===== src/design/fla_pkg.sv =====
`timescale 1ns / 1ps
// ----------------------------------------------------------------------------
// fla_pkg
// shared types and codes for the free list allocator with waiters
// ----------------------------------------------------------------------------
package fla_pkg;

  localparam int IdFieldW = 8;

  typedef enum logic [2:0] {
    FUNC_REL_FRONT = 3'd0,
    FUNC_REL_BACK  = 3'd1,
    FUNC_ALLOC     = 3'd2,
    FUNC_TRY       = 3'd3,
    FUNC_PEEK      = 3'd4
  } func_t;

  typedef enum logic [2:0] {
    OUT_STORED   = 3'd0,
    OUT_GRANTED  = 3'd1,
    OUT_RETURNED = 3'd2,
    OUT_NONE     = 3'd3,
    OUT_PEEK     = 3'd4,
    OUT_OVERFLOW = 3'd5
  } outcome_t;

  typedef struct packed {
    func_t                func;
    logic [IdFieldW-1:0]  entry_id;
    logic [IdFieldW-1:0]  requester_id;
  } cmd_item_t;

  typedef struct packed {
    outcome_t             outcome;
    logic [IdFieldW-1:0]  entry_out;
    logic [IdFieldW-1:0]  waiter_out;
    logic                 available;
  } result_item_t;

  // per-cycle operation broadcast along the cell row
  typedef struct packed {
    logic push_front;
    logic push_back;
    logic pop;
  } fla_op_t;

endpackage


===== src/design/fla_cell.sv =====
`timescale 1ns / 1ps
// ----------------------------------------------------------------------------
// fla_cell
// one slot of the deque row: shifts with its neighbours or loads the tail id
// ----------------------------------------------------------------------------
module fla_cell #(
  parameter int INDEX  = 0,
  parameter int CNT_W  = 7,
  parameter int CELL_W = 8
) (
  input  logic                 clk,
  input  fla_pkg::fla_op_t     op,
  input  logic [CNT_W-1:0]     count,
  input  logic [CELL_W-1:0]    new_id,
  input  logic [CELL_W-1:0]    left_val,
  input  logic [CELL_W-1:0]    right_val,
  output logic [CELL_W-1:0]    val
);
  import fla_pkg::*;

  localparam logic [CNT_W-1:0] MyIdx = CNT_W'(INDEX);

  always_ff @(posedge clk) begin
    if (op.push_front) begin
      val <= left_val;
    end else if (op.pop) begin
      val <= right_val;
    end else if (op.push_back && (count == MyIdx)) begin
      val <= new_id;
    end
  end

endmodule


===== src/design/free_list_allocator_with_waiters.sv =====
`timescale 1ns / 1ps
// ----------------------------------------------------------------------------
// free_list_allocator_with_waiters
// token allocator: one deque of free entry ids or waiting requester ids
// ----------------------------------------------------------------------------
// usage
//   an item (cmd) is taken at a rising edge with start high and busy low.
//   busy is held low: the block takes one item in every cycle.
//   each item gives exactly one result on result, marked by done for one
//   cycle, in the cycle right after the accepting edge (throughput 1 item per
//   cycle). the receiver cannot stall, so no result is ever held back and
//   nothing needs buffering.
//   storage is a row of LIST_DEPTH cells; the front of the deque is always
//   cell 0. push front and pop shift the whole row by one place, and push
//   back loads the cell whose index equals the fill count. every cell
//   updates in parallel on the edge.
//   at reset (rst, synchronous) the fill count clears and the list is in
//   free-entry mode; cell contents are left as they are, since a cell is
//   only read once it has been written.
// ----------------------------------------------------------------------------
module free_list_allocator_with_waiters #(
  parameter int LIST_DEPTH = 64,
  parameter int ID_WIDTH   = 8
) (
  input  logic                   clk,
  input  logic                   rst,
  input  logic                   start,
  output logic                   busy,
  input  fla_pkg::cmd_item_t     cmd,
  output logic                   done,
  output fla_pkg::result_item_t  result
);
  import fla_pkg::*;

  // ids never need more bits than the item fields carry
  localparam int CELL_W = (ID_WIDTH < IdFieldW) ? ID_WIDTH : IdFieldW;
  localparam int CNT_W  = $clog2(LIST_DEPTH + 1);
  localparam logic [CNT_W-1:0] CntFull = CNT_W'(LIST_DEPTH);
  localparam logic [CNT_W-1:0] CntOne  = CNT_W'(1);

  // control state
  logic [CNT_W-1:0] count;
  logic [CNT_W-1:0] count_next;
  logic             holds_free;
  logic             holds_free_next;

  // cell row
  logic [CELL_W-1:0] cell_val [LIST_DEPTH];
  fla_op_t           op;
  logic [CELL_W-1:0] new_id;

  // decode helpers
  logic              accept;
  logic              empty;
  logic              full;
  logic [CELL_W-1:0] entry_m;
  logic [CELL_W-1:0] req_m;
  logic [CELL_W-1:0] front;
  result_item_t      res_next;

  assign busy    = 1'b0;
  assign accept  = start & ~busy;
  assign empty   = (count == '0);
  assign full    = (count == CntFull);
  assign entry_m = cmd.entry_id[CELL_W-1:0];
  assign req_m   = cmd.requester_id[CELL_W-1:0];
  assign front   = cell_val[0];

  // item decode: which way the row moves and what the result says
  always_comb begin
    op              = '0;
    new_id          = entry_m;
    holds_free_next = holds_free;
    res_next        = '0;
    res_next.outcome = OUT_PEEK;
    case (cmd.func)
      FUNC_REL_FRONT, FUNC_REL_BACK: begin
        if (holds_free || empty) begin
          // an empty waiter list falls back to free-entry mode
          holds_free_next = 1'b1;
          if (full) begin
            res_next.outcome = OUT_OVERFLOW;
          end else begin
            op.push_front    = (cmd.func == FUNC_REL_FRONT);
            op.push_back     = (cmd.func == FUNC_REL_BACK);
            res_next.outcome = OUT_STORED;
          end
        end else begin
          // hand the entry straight to the oldest waiter
          op.pop              = 1'b1;
          res_next.outcome    = OUT_GRANTED;
          res_next.entry_out  = IdFieldW'(entry_m);
          res_next.waiter_out = IdFieldW'(front);
          if (count == CntOne) begin
            holds_free_next = 1'b1;
          end
        end
      end
      FUNC_ALLOC: begin
        if (!holds_free || empty) begin
          if (full) begin
            res_next.outcome = OUT_OVERFLOW;
          end else begin
            op.push_back     = 1'b1;
            new_id           = req_m;
            holds_free_next  = 1'b0;
            res_next.outcome = OUT_STORED;
          end
        end else begin
          op.pop             = 1'b1;
          res_next.outcome   = OUT_RETURNED;
          res_next.entry_out = IdFieldW'(front);
        end
      end
      FUNC_TRY: begin
        if (holds_free && !empty) begin
          op.pop             = 1'b1;
          res_next.outcome   = OUT_RETURNED;
          res_next.entry_out = IdFieldW'(front);
        end else begin
          res_next.outcome = OUT_NONE;
        end
      end
      default: begin
        // peek and unused codes leave the state alone
        res_next.outcome = OUT_PEEK;
      end
    endcase
    if (!accept) begin
      op              = '0;
      holds_free_next = holds_free;
    end
    // fill count follows the row movement
    count_next = count;
    if (op.push_front || op.push_back) begin
      count_next = count + CntOne;
    end else if (op.pop) begin
      count_next = count - CntOne;
    end
    res_next.available = holds_free_next && (count_next != '0);
  end

  always_ff @(posedge clk) begin
    if (rst) begin
      count      <= '0;
      holds_free <= 1'b1;
      done       <= 1'b0;
    end else begin
      count      <= count_next;
      holds_free <= holds_free_next;
      done       <= accept;
    end
  end

  // result payload needs no reset, done qualifies it
  always_ff @(posedge clk) begin
    if (accept) begin
      result <= res_next;
    end
  end

  // the cell row: cell 0 is the front, neighbours feed each other on shifts
  for (genvar i = 0; i < LIST_DEPTH; i++) begin : g_cell
    logic [CELL_W-1:0] left_val;
    logic [CELL_W-1:0] right_val;

    if (i == 0) begin : g_first
      assign left_val = new_id;
    end else begin : g_mid_l
      assign left_val = cell_val[i-1];
    end

    if (i == LIST_DEPTH - 1) begin : g_last
      assign right_val = cell_val[i];
    end else begin : g_mid_r
      assign right_val = cell_val[i+1];
    end

    fla_cell #(
      .INDEX  (i),
      .CNT_W  (CNT_W),
      .CELL_W (CELL_W)
    ) u_cell (
      .clk       (clk),
      .op        (op),
      .count     (count),
      .new_id    (new_id),
      .left_val  (left_val),
      .right_val (right_val),
      .val       (cell_val[i])
    );
  end

endmodule


===== config.mk =====
export PLATFORM = sky130hd
export DESIGN_NAME = free_list_allocator_with_waiters
export DESIGN_NICKNAME = d
export VERILOG_FILES = /design/src/design/fla_pkg.sv /design/src/design/fla_cell.sv /design/src/design/free_list_allocator_with_waiters.sv
export SDC_FILE = /design/constraint.sdc
export NUM_CORES = 1
export LEC_CHECK = 0
export BUFFER_PORTS_ARGS = -buffer_cell sky130_fd_sc_hd__buf_2
export CAP_MARGIN = 5
export CELL_PAD_IN_SITES_DETAIL_PLACEMENT = 0
export CELL_PAD_IN_SITES_GLOBAL_PLACEMENT = 1
export CORE_AREA = 2 2 286 288
export DETAILED_ROUTE_END_ITERATION = 10
export DIE_AREA = 0 0 288 290
export GPL_TIMING_DRIVEN = 0
export PLACE_DENSITY = 0.49
export SKIP_CTS_REPAIR_TIMING = 1
export SLEW_MARGIN = 20
export SYNTH_ARGS = -nofsm -noshare
export SYNTH_HDL_FRONTEND = slang
export SYNTH_SLANG_ARGS = --single-unit

===== constraint.sdc =====
create_clock -name clk -period 3.61 [get_ports clk]
set_input_delay 0.722 -clock clk [delete_from_list [all_inputs] [get_ports clk]]
set_output_delay 0.722 -clock clk [all_outputs]
set_load 0.01 [all_outputs]

==> results of run 1 <==
[per-layer routing]
metal,vias up,wire length (um),track usage
li1,6992,-,-
met1,9113,40400,0.307
met2,812,42900,0.343
met3,159,7660,0.0469
met4,0,2680,0.0628
met5,-,0,0
[worst max path at each step]
stage,cells after the start,startpoint,to
after CTS,11,count[0],g_cell[1].u_cell.val[1]
final,10,count[0],g_cell[32].u_cell.val[2]
after floorplan,7,cmd[17],g_cell[1].u_cell.val[0]
after global routing,11,count[0],g_cell[54].u_cell.val[4]
after detailed placement,8,start,g_cell[48].u_cell.val[0]
after global placement,7,start,g_cell[56].u_cell.val[2]
[kinds of logic after synthesis]
kind of cell / Yosys count
buffers and inverters: 195
flip-flops: 541
multiplexers: 10
AO/OA/AOI/OAI: 618
AND/OR/NAND/NOR: 121
XOR/XNOR: 5
other: 1
adder cells (fa/ha/maj): 5
[placed cells by master, fill, tap and decap left out, types with 6 or more instances in the layout]
master	Yosys	routed
sky130_fd_sc_hd__edfxtp_1	532	532
sky130_fd_sc_hd__a221o_1	496	496
sky130_fd_sc_hd__clkbuf_2	0	72
sky130_fd_sc_hd__clkbuf_16	0	69
sky130_fd_sc_hd__clkbuf_1	130	65
sky130_fd_sc_hd__buf_6	49	54
sky130_fd_sc_hd__buf_2	3	46
sky130_fd_sc_hd__buf_4	2	32
sky130_fd_sc_hd__nor2_1	27	27
sky130_fd_sc_hd__a21oi_1	26	26
sky130_fd_sc_hd__o21ai_1	0	26
sky130_fd_sc_hd__nand2_1	25	25
sky130_fd_sc_hd__o21ai_2	0	19
sky130_fd_sc_hd__o21ai_4	0	18
sky130_fd_sc_hd__clkbuf_4	0	14
sky130_fd_sc_hd__buf_12	0	11
sky130_fd_sc_hd__and2_1	10	10
sky130_fd_sc_hd__bufinv_16	0	9
sky130_fd_sc_hd__clkinv_1	0	9
sky130_fd_sc_hd__clkinv_2	0	9
sky130_fd_sc_hd__dfxtp_1	9	9
sky130_fd_sc_hd__a22o_1	8	8
sky130_fd_sc_hd__mux2i_4	8	8
sky130_fd_sc_hd__nand3_1	8	7
sky130_fd_sc_hd__nor2_2	8	7
sky130_fd_sc_hd__nand2b_1	6	6
sky130_fd_sc_hd__nor3_1	6	6
[layout make-up]
class | instances | area, sq um | share of cell area
Sequential cell | 541 | 16200 | 0.566
Multi-Input combinational cell | 760 | 6940 | 0.243
Clock buffer | 89 | 1800 | 0.0631
Buffer | 189 | 1240 | 0.0433
Inverter | 5 | 18.8 | 0.000658
Timing Repair Buffer | 85 | 697 | 0.0244
Tap cell | 1060 | 1330 | 0.0465
Clock inverter | 29 | 367 | 0.0128
[power by group]
part           total, W  switching (W)  leakage (nW)  internal (W)
Sequential      0.00784       0.000284          4.96       0.00756
Combinational   0.00244        0.00150          3.56      0.000946
Clock           0.00687        0.00273          1.06       0.00415
[per-stage QoR]
step                 util  area, sq um  worst slack (ns)  hold slack [ns]  power, W
global route        0.356        28500           -0.0236            0.478    0.0177
global placement    0.317        25400             -1.68            0.536    0.0102
detailed placement  0.322        25800            -0.745            0.538    0.0103
floorplan               -        23900             0.278            0.525   0.00926
finish              0.356        28500             0.162            0.475    0.0172
CTS                 0.349        28000            -0.708            0.449    0.0171
[worst reg2reg max path, cell delays in order, from the launching register on]
cell,delay [ns]
sky130_fd_sc_hd__dfxtp_1,0.46
sky130_fd_sc_hd__inv_1,0.20
sky130_fd_sc_hd__ha_1,0.26
sky130_fd_sc_hd__buf_2,0.20
sky130_fd_sc_hd__and3_1,0.23
sky130_fd_sc_hd__a2111o_1,0.38
sky130_fd_sc_hd__buf_6,0.19
sky130_fd_sc_hd__mux2i_4,0.26
sky130_fd_sc_hd__nor2_2,0.67
sky130_fd_sc_hd__buf_6,0.28
sky130_fd_sc_hd__a221o_1,0.15
[flip-flops by register name, summed over array words and instances, names as in the netlist]
signal             flops
g_cell.u_cell.val    512
holds_free             1
done                   1
count                  7
result                20
==> flow_summary.json, run 1 <==
{
  "numCtsBuffers": 66,
  "layout-drive-gt1-share": 0.224,
  "clk_pin_slew_worst_paths_ns": 0.06,
  "cts_buffer_depth": 3,
  "ys_warn_count": 0,
  "die_w_um": 288,
  "drt_pre_antenna_iters": 6,
  "outcome": "completed",
  "fp.dieArea_sq_um": 83500,
  "max-slew-margin-rel": 0.373,
  "clock-sinks": 541,
  "die_height_um": 290,
  "worstPathArrival_ns": 3.90,
  "detail_route.wirelength_um": 93600,
  "synth-seq-cells": 541,
  "via_count_of_the_first_global_routing_pass": 16700,
  "timing.critical_path.slowest_stage_cell": "sky130_fd_sc_hd__nor2_2",
  "report.final.slew_viol_count": 0,
  "drt_iter0_drc": 2238,
  "timing.reg2reg.worst_path_depth": 10,
  "cts.root.buffer_cell": "sky130_fd_sc_hd__clkbuf_16",
  "critical_path_buf_inv_count": 4,
  "crit_required_ns": 4.06,
  "synth_mux_area_frac": 0.00838,
  "synth_compound_gate_area_share": 0.238,
  "layout_worst_path_cycle_share": 0.955,
  "placement.io_buffers": 39,
  "setup_total_negative_slack_ns": 0,
  "dominant_combinational_cell_family_by_area_after_synthesis": "compound AO/OA/AOI/OAI gates",
  "gp_congestion": 0.882,
  "placement_rows": 104,
  "critPathKind": "reg2reg",
  "yosysUniqueCellTypes": 56,
  "yosys.area_share.adder": 0.00262,
  "synth_area_leaders": "sky130_fd_sc_hd__edfxtp_1 67%, sky130_fd_sc_hd__a221o_1 21%, sky130_fd_sc_hd__buf_6 2.3%",
  "setup_viol_count_final": 0,
  "drc": 0,
  "critical_path.max_stage_delay_ns": 0.66,
  "synthesis.area_sq_um": 23900,
  "worst_hold_path.endpoint": "result[19]",
  "max_clock_freq_ghz": 0.290,
  "most_common_flop_cell_mapped_by_yosys": "sky130_fd_sc_hd__edfxtp_1",
  "core_area_sq_um": 80200,
  "synthArstFlopShare": 0,
  "synth_xor_xnor_area_share": 0.00183,
  "post_layout_nonfiller_instances": 2758,
  "synth_cells": 1496,
  "final_nets": 1675,
  "launch_instance_of_the_worst_register_to_register_path": "count[0]",
  "worstPathMaxFanout": 10,
  "detail_route.wl_per_cell_um": 33.9,
  "io-pin-count": 44,
  "detail-route-antenna-nets": 0,
  "synth_area_per_cell_sq_um": 16.0,
  "synth_top_area_frac": 0.669,
  "crit_path_frequent_cell": "sky130_fd_sc_hd__buf_6",
  "cap_viol_max_count": 0,
  "pin_count_of_the_biggest_net_entering_global_routing": 24,
  "finalHoldViolations": 0,
  "grt_use_total": 0.220,
  "htreeDepth": 3,
  "areaGrowthSynthToFinish_pct": 19.4,
  "clock_latency_ns": 0.60,
  "path_cells": "inv_1 > ha_1 > buf_2 > and3_1 > a2111o_1 > buf_6 > mux2i_4 > nor2_2 > buf_6 > a221o_1",
  "synthesis.nets": 1523,
  "ir_worst_vdd_v": 0.000305,
  "setup.reg_to_reg.worst_slack_ns": 0.16,
  "finalWorstPathRequiredPeriod_ns": 3.45,
  "worst_slew_pin_slew_ns": 0.940,
  "synth_common_cells": "532 x sky130_fd_sc_hd__edfxtp_1, 496 x sky130_fd_sc_hd__a221o_1, 130 x sky130_fd_sc_hd__clkbuf_1, 67 x sky130_fd_sc_hd__o21ai_0, 49 x sky130_fd_sc_hd__buf_6",
  "post_drt_via_cell_ratio": 6.19,
  "reg2reg_to": "g_cell[32].u_cell.val[2]",
  "filler_cell_count": 7781,
  "routed-via-count": 17100,
  "detailedPlacementHpwl_um": 69100,
  "holdCritStartpoint": "cmd[18]",
  "grt_remaining_overflow": 0,
  "hp-class": "in2reg",
  "tritoncts": "built",
  "start_util": 0.298,
  "post-synth-top-count-cell": "sky130_fd_sc_hd__edfxtp_1",
  "end_kind": "register",
  "diodes": 0,
  "crit_path_start_kind": "register",
  "crit_family": "simple AND/OR/NAND/NOR gates",
  "synth_enable_flop_cells": 532,
  "power_leakage_nw": 9.58,
  "antenna_violations_before_repair": 0,
  "yosysTopAreaCell": "sky130_fd_sc_hd__edfxtp_1",
  "dpl_cells": 2630,
  "grt_pass1_wl_um": 131000,
  "worstHoldPathCells": 2,
  "synthSimpleGateAreaFrac": 0.0264,
  "synth-seq-area-share": 0.676,
  "fin_worst_skew_ns": 0.0231,
  "power_density_over_the_cells_nw_per_um2": 601
}
Power figures use the tool's default switching activity.
==> run 2: changes to the inputs <==
CORE_AREA = 2 2 319 321   (was 2 2 286 288)
DIE_AREA = 0 0 321 323   (was 0 0 288 290)
PLACE_DENSITY = 0.51   (was 0.49)
SYNTH_HIERARCHICAL = 1   (was default)
==> run 2 against run 1 <==
Net effect:
- sequential cell count stayed put
- utilization is 0.13 points higher
- combinational power is 6% higher
- sequential share of layout area is 12 points lower
- non-clock buffer count is 12 higher
- total power is 2.6% lower
- critical endpoint is now g_cell[12].u_cell/val[5]
- largest cell class unchanged
- largest power group unchanged
==> flow_summary.json, run 2 <==
{
  "yosysUniqueCellTypes": 62,
  "finalWorstPathRequiredPeriod_ns": 3.59,
  "placement_rows": 117,
  "clk_pin_slew_worst_paths_ns": 0.05,
  "cts_buffer_depth": 3,
  "power_density_over_the_cells_nw_per_um2": 464,
  "critical_path_buf_inv_count": 4,
  "synth_xor_xnor_area_share": 0.00176,
  "hp-class": "in2reg",
  "die_height_um": 323,
  "gp_congestion": 0.743,
  "layout.cell_area.non_filler_sq_um": 36000,
  "critical_path.max_stage_delay_ns": 0.52,
  "net-switching-power_w": 0.00447,
  "detailedPlacementHpwl_um": 56200,
  "finalHoldViolations": 0,
  "cap_viol_max_count": 0,
  "multi_input_area_sq_um": 13400,
  "path_cells": "nor4_4 > nand2_4 > and2_4 > nor4_4 > a21oi_2 > nor3b_4 > buf_6 > buf_8 > buf_8 > or4b_4 > o41ai_4 > buf_6",
  "max-slew-margin-rel": 0.334,
  "filler_cell_count": 10000,
  "antenna_violations_before_repair": 0,
  "start_util": 0.296,
  "via_count_of_the_first_global_routing_pass": 22400,
  "pin_count_of_the_biggest_net_entering_global_routing": 73,
  "placed_cell_area_sq_um": 33200,
  "clock_latency_ns": 0.60,
  "ys_warn_count": 6,
  "layout-drive-gt1-share": 0.194,
  "detail_route.wirelength_um": 88600,
  "most_common_flop_cell_mapped_by_yosys": "sky130_fd_sc_hd__edfxtp_1",
  "htreeDepth": 3,
  "die_w_um": 321,
  "timing.critical_path.slowest_stage_cell": "sky130_fd_sc_hd__dfxtp_4",
  "most-common-layout-cells": "532 x sky130_fd_sc_hd__edfxtp_1, 522 x sky130_fd_sc_hd__nand2_1, 514 x sky130_fd_sc_hd__mux2i_1, 302 x sky130_fd_sc_hd__o21ai_1, 151 x sky130_fd_sc_hd__o21ai_0",
  "synth_common_cells": "532 x sky130_fd_sc_hd__edfxtp_1, 522 x sky130_fd_sc_hd__nand2_1, 514 x sky130_fd_sc_hd__mux2i_1, 287 x sky130_fd_sc_hd__o21ai_1, 195 x sky130_fd_sc_hd__o21ai_0",
  "synthesis.nets": 2583,
  "switching_share": 0.267,
  "report.final.slew_viol_count": 0,
  "synthArstFlopShare": 0,
  "setup_total_negative_slack_ns": 0,
  "grt_use_total": 0.159,
  "detail-route-antenna-nets": 0,
  "synthesis.area_sq_um": 29900,
  "crit_required_ns": 3.92,
  "area.sequential_sq_um": 16200,
  "synth_cells": 2558,
  "outcome": "completed",
  "fin_worst_skew_ns": 0.0142,
  "synth_mux_area_frac": 0.176,
  "drc": 0,
  "drt_iter0_drc": 1490,
  "post-synth-top-count-cell": "sky130_fd_sc_hd__edfxtp_1",
  "synth_compound_gate_area_share": 0.119,
  "max_flop_register": "g_cell.u_cell/val",
  "setup_viol_count_final": 0,
  "most_frequent_standard_cell_in_the_layout_excluding_fill_and_tap_cells": "sky130_fd_sc_hd__edfxtp_1",
  "areaGrowthSynthToFinish_pct": 20.6,
  "crit_family": "simple AND/OR/NAND/NOR gates",
  "sequential_share_of_power": 0.468,
  "comb_power_share": 0.154,
  "clock-sinks": 541,
  "layout_worst_path_cycle_share": 0.993,
  "post-route-util": 0.357,
  "yosys.area_share.adder": 0.00126,
  "drt_pre_antenna_iters": 5,
  "synth_area_leaders": "sky130_fd_sc_hd__edfxtp_1 54%, sky130_fd_sc_hd__mux2i_1 17%, sky130_fd_sc_hd__nand2_1 6.6%",
  "end_kind": "register",
  "worst_slew_pin_slew_ns": 0.992,
  "post_drt_via_cell_ratio": 5.15,
  "synth_enable_flop_cells": 532,
  "largest_reg_flops": 512,
  "synth_area_per_cell_sq_um": 11.7,
  "io-pin-count": 44,
  "tritoncts": "built",
  "fp.dieArea_sq_um": 104000,
  "numCtsBuffers": 69,
  "ir_worst_vdd_v": 0.000275,
  "power_leakage_nw": 10.7,
  "synthSimpleGateAreaFrac": 0.122,
  "detail_route.wl_per_cell_um": 21.4,
  "crit_path_start_kind": "register",
  "grt_pass1_wl_um": 132000,
  "synth-seq-cells": 541,
  "clockPowerShare": 0.378,
  "internal_power_w": 0.0122,
  "dominant_combinational_cell_family_by_area_after_synthesis": "multiplexers",
  "worstPathMaxFanout": 34,
  "largestRegisters": "g_cell.u_cell/val (512), result (20), count (7)",
  "critPathKind": "reg2reg",
  "core_area_sq_um": 101000,
  "grt_remaining_overflow": 0,
  "yosysTopAreaCell": "sky130_fd_sc_hd__edfxtp_1",
  "worstPathArrival_ns": 3.89,
  "routed-via-count": 21300,
  "placement.io_buffers": 40,
  "max_clock_freq_ghz": 0.279,
  "synth-seq-area-share": 0.541,
  "cts.root.buffer_cell": "sky130_fd_sc_hd__clkbuf_16",
  "final_nets": 2802,
  "synth_top_area_frac": 0.535
}
==> run 2: worst register-to-register path: cells and delay by family (launching register included) <==
kind | cells | cell delay [ns]
buf+inv | 4 | 0.62
compound gates | 2 | 0.32
simple gates | 6 | 1.82
flops | 1 | 0.52
==> run 2: kinds of logic after synthesis <==
group,after synthesis
AOI/OAI and AO/OA,607
and+or+nand+nor,735
adders and majority gates,3
xor gates and xnor gates,6
other,1
buffers and inverters,142
DFF,541
muxes,523
==> run 2: power groups by stage <==
stage          clock network [W]  registers [W]  logic, W
3_5_place_dp                   0        0.00803   0.00233
4_1_cts                  0.00656        0.00790   0.00234
2_1_floorplan                  0        0.00787   0.00175
5_1_grt                  0.00679        0.00786   0.00284
3_3_place_gp                   0        0.00806   0.00234
6_report                 0.00632        0.00782   0.00258
==> run 2: cell type report <==
class                   instances  share of cell area
multi-input cells            1875               0.371
inverters                       4            0.000556
well taps                    1309              0.0455
plain buffers                 138              0.0328
diodes                          2            0.000139
repair buffers                148              0.0452
clock inverters                19             0.00226
flip-flops and latches        541               0.450
clock buffers                  94              0.0529
==> run 2: routing by layer <==
metal,part of all wire,global-route usage,wire length [um],vias up
met1,0.48,0.224,42800,10600
met4,0.021,0.0389,1850,0
li1,-,-,-,10100
met5,0,0,0,-
met2,0.46,0.260,40700,430
met3,0.036,0.0211,3210,118
==> run 2: final timing paths <==
check,slack [ns],start,to,depth (start not counted)
setup / recovery,0.02,count[4],g_cell[12].u_cell/val[5],12
hold / removal,0.43,cmd[15],result[16],2
setup reg to reg,0.02,count[4],g_cell[12].u_cell/val[5],12
hold reg to reg,0.56,g_cell[45].u_cell/val[2],g_cell[46].u_cell/val[2],2
==> run 2: through the flow <==
step,power (W),std cells,hold slack (ns),setup WS [ns]
4_1_cts,0.0168,4083,0.389,-1.49
6_report,0.0167,4130,0.431,0.0239
3_5_place_dp,0.0104,3970,0.547,-1.46
3_3_place_gp,0.0104,3907,0.549,-20.58
5_1_grt,0.0175,4128,0.411,-0.0963
2_1_floorplan,0.00962,2558,0.522,-10.89
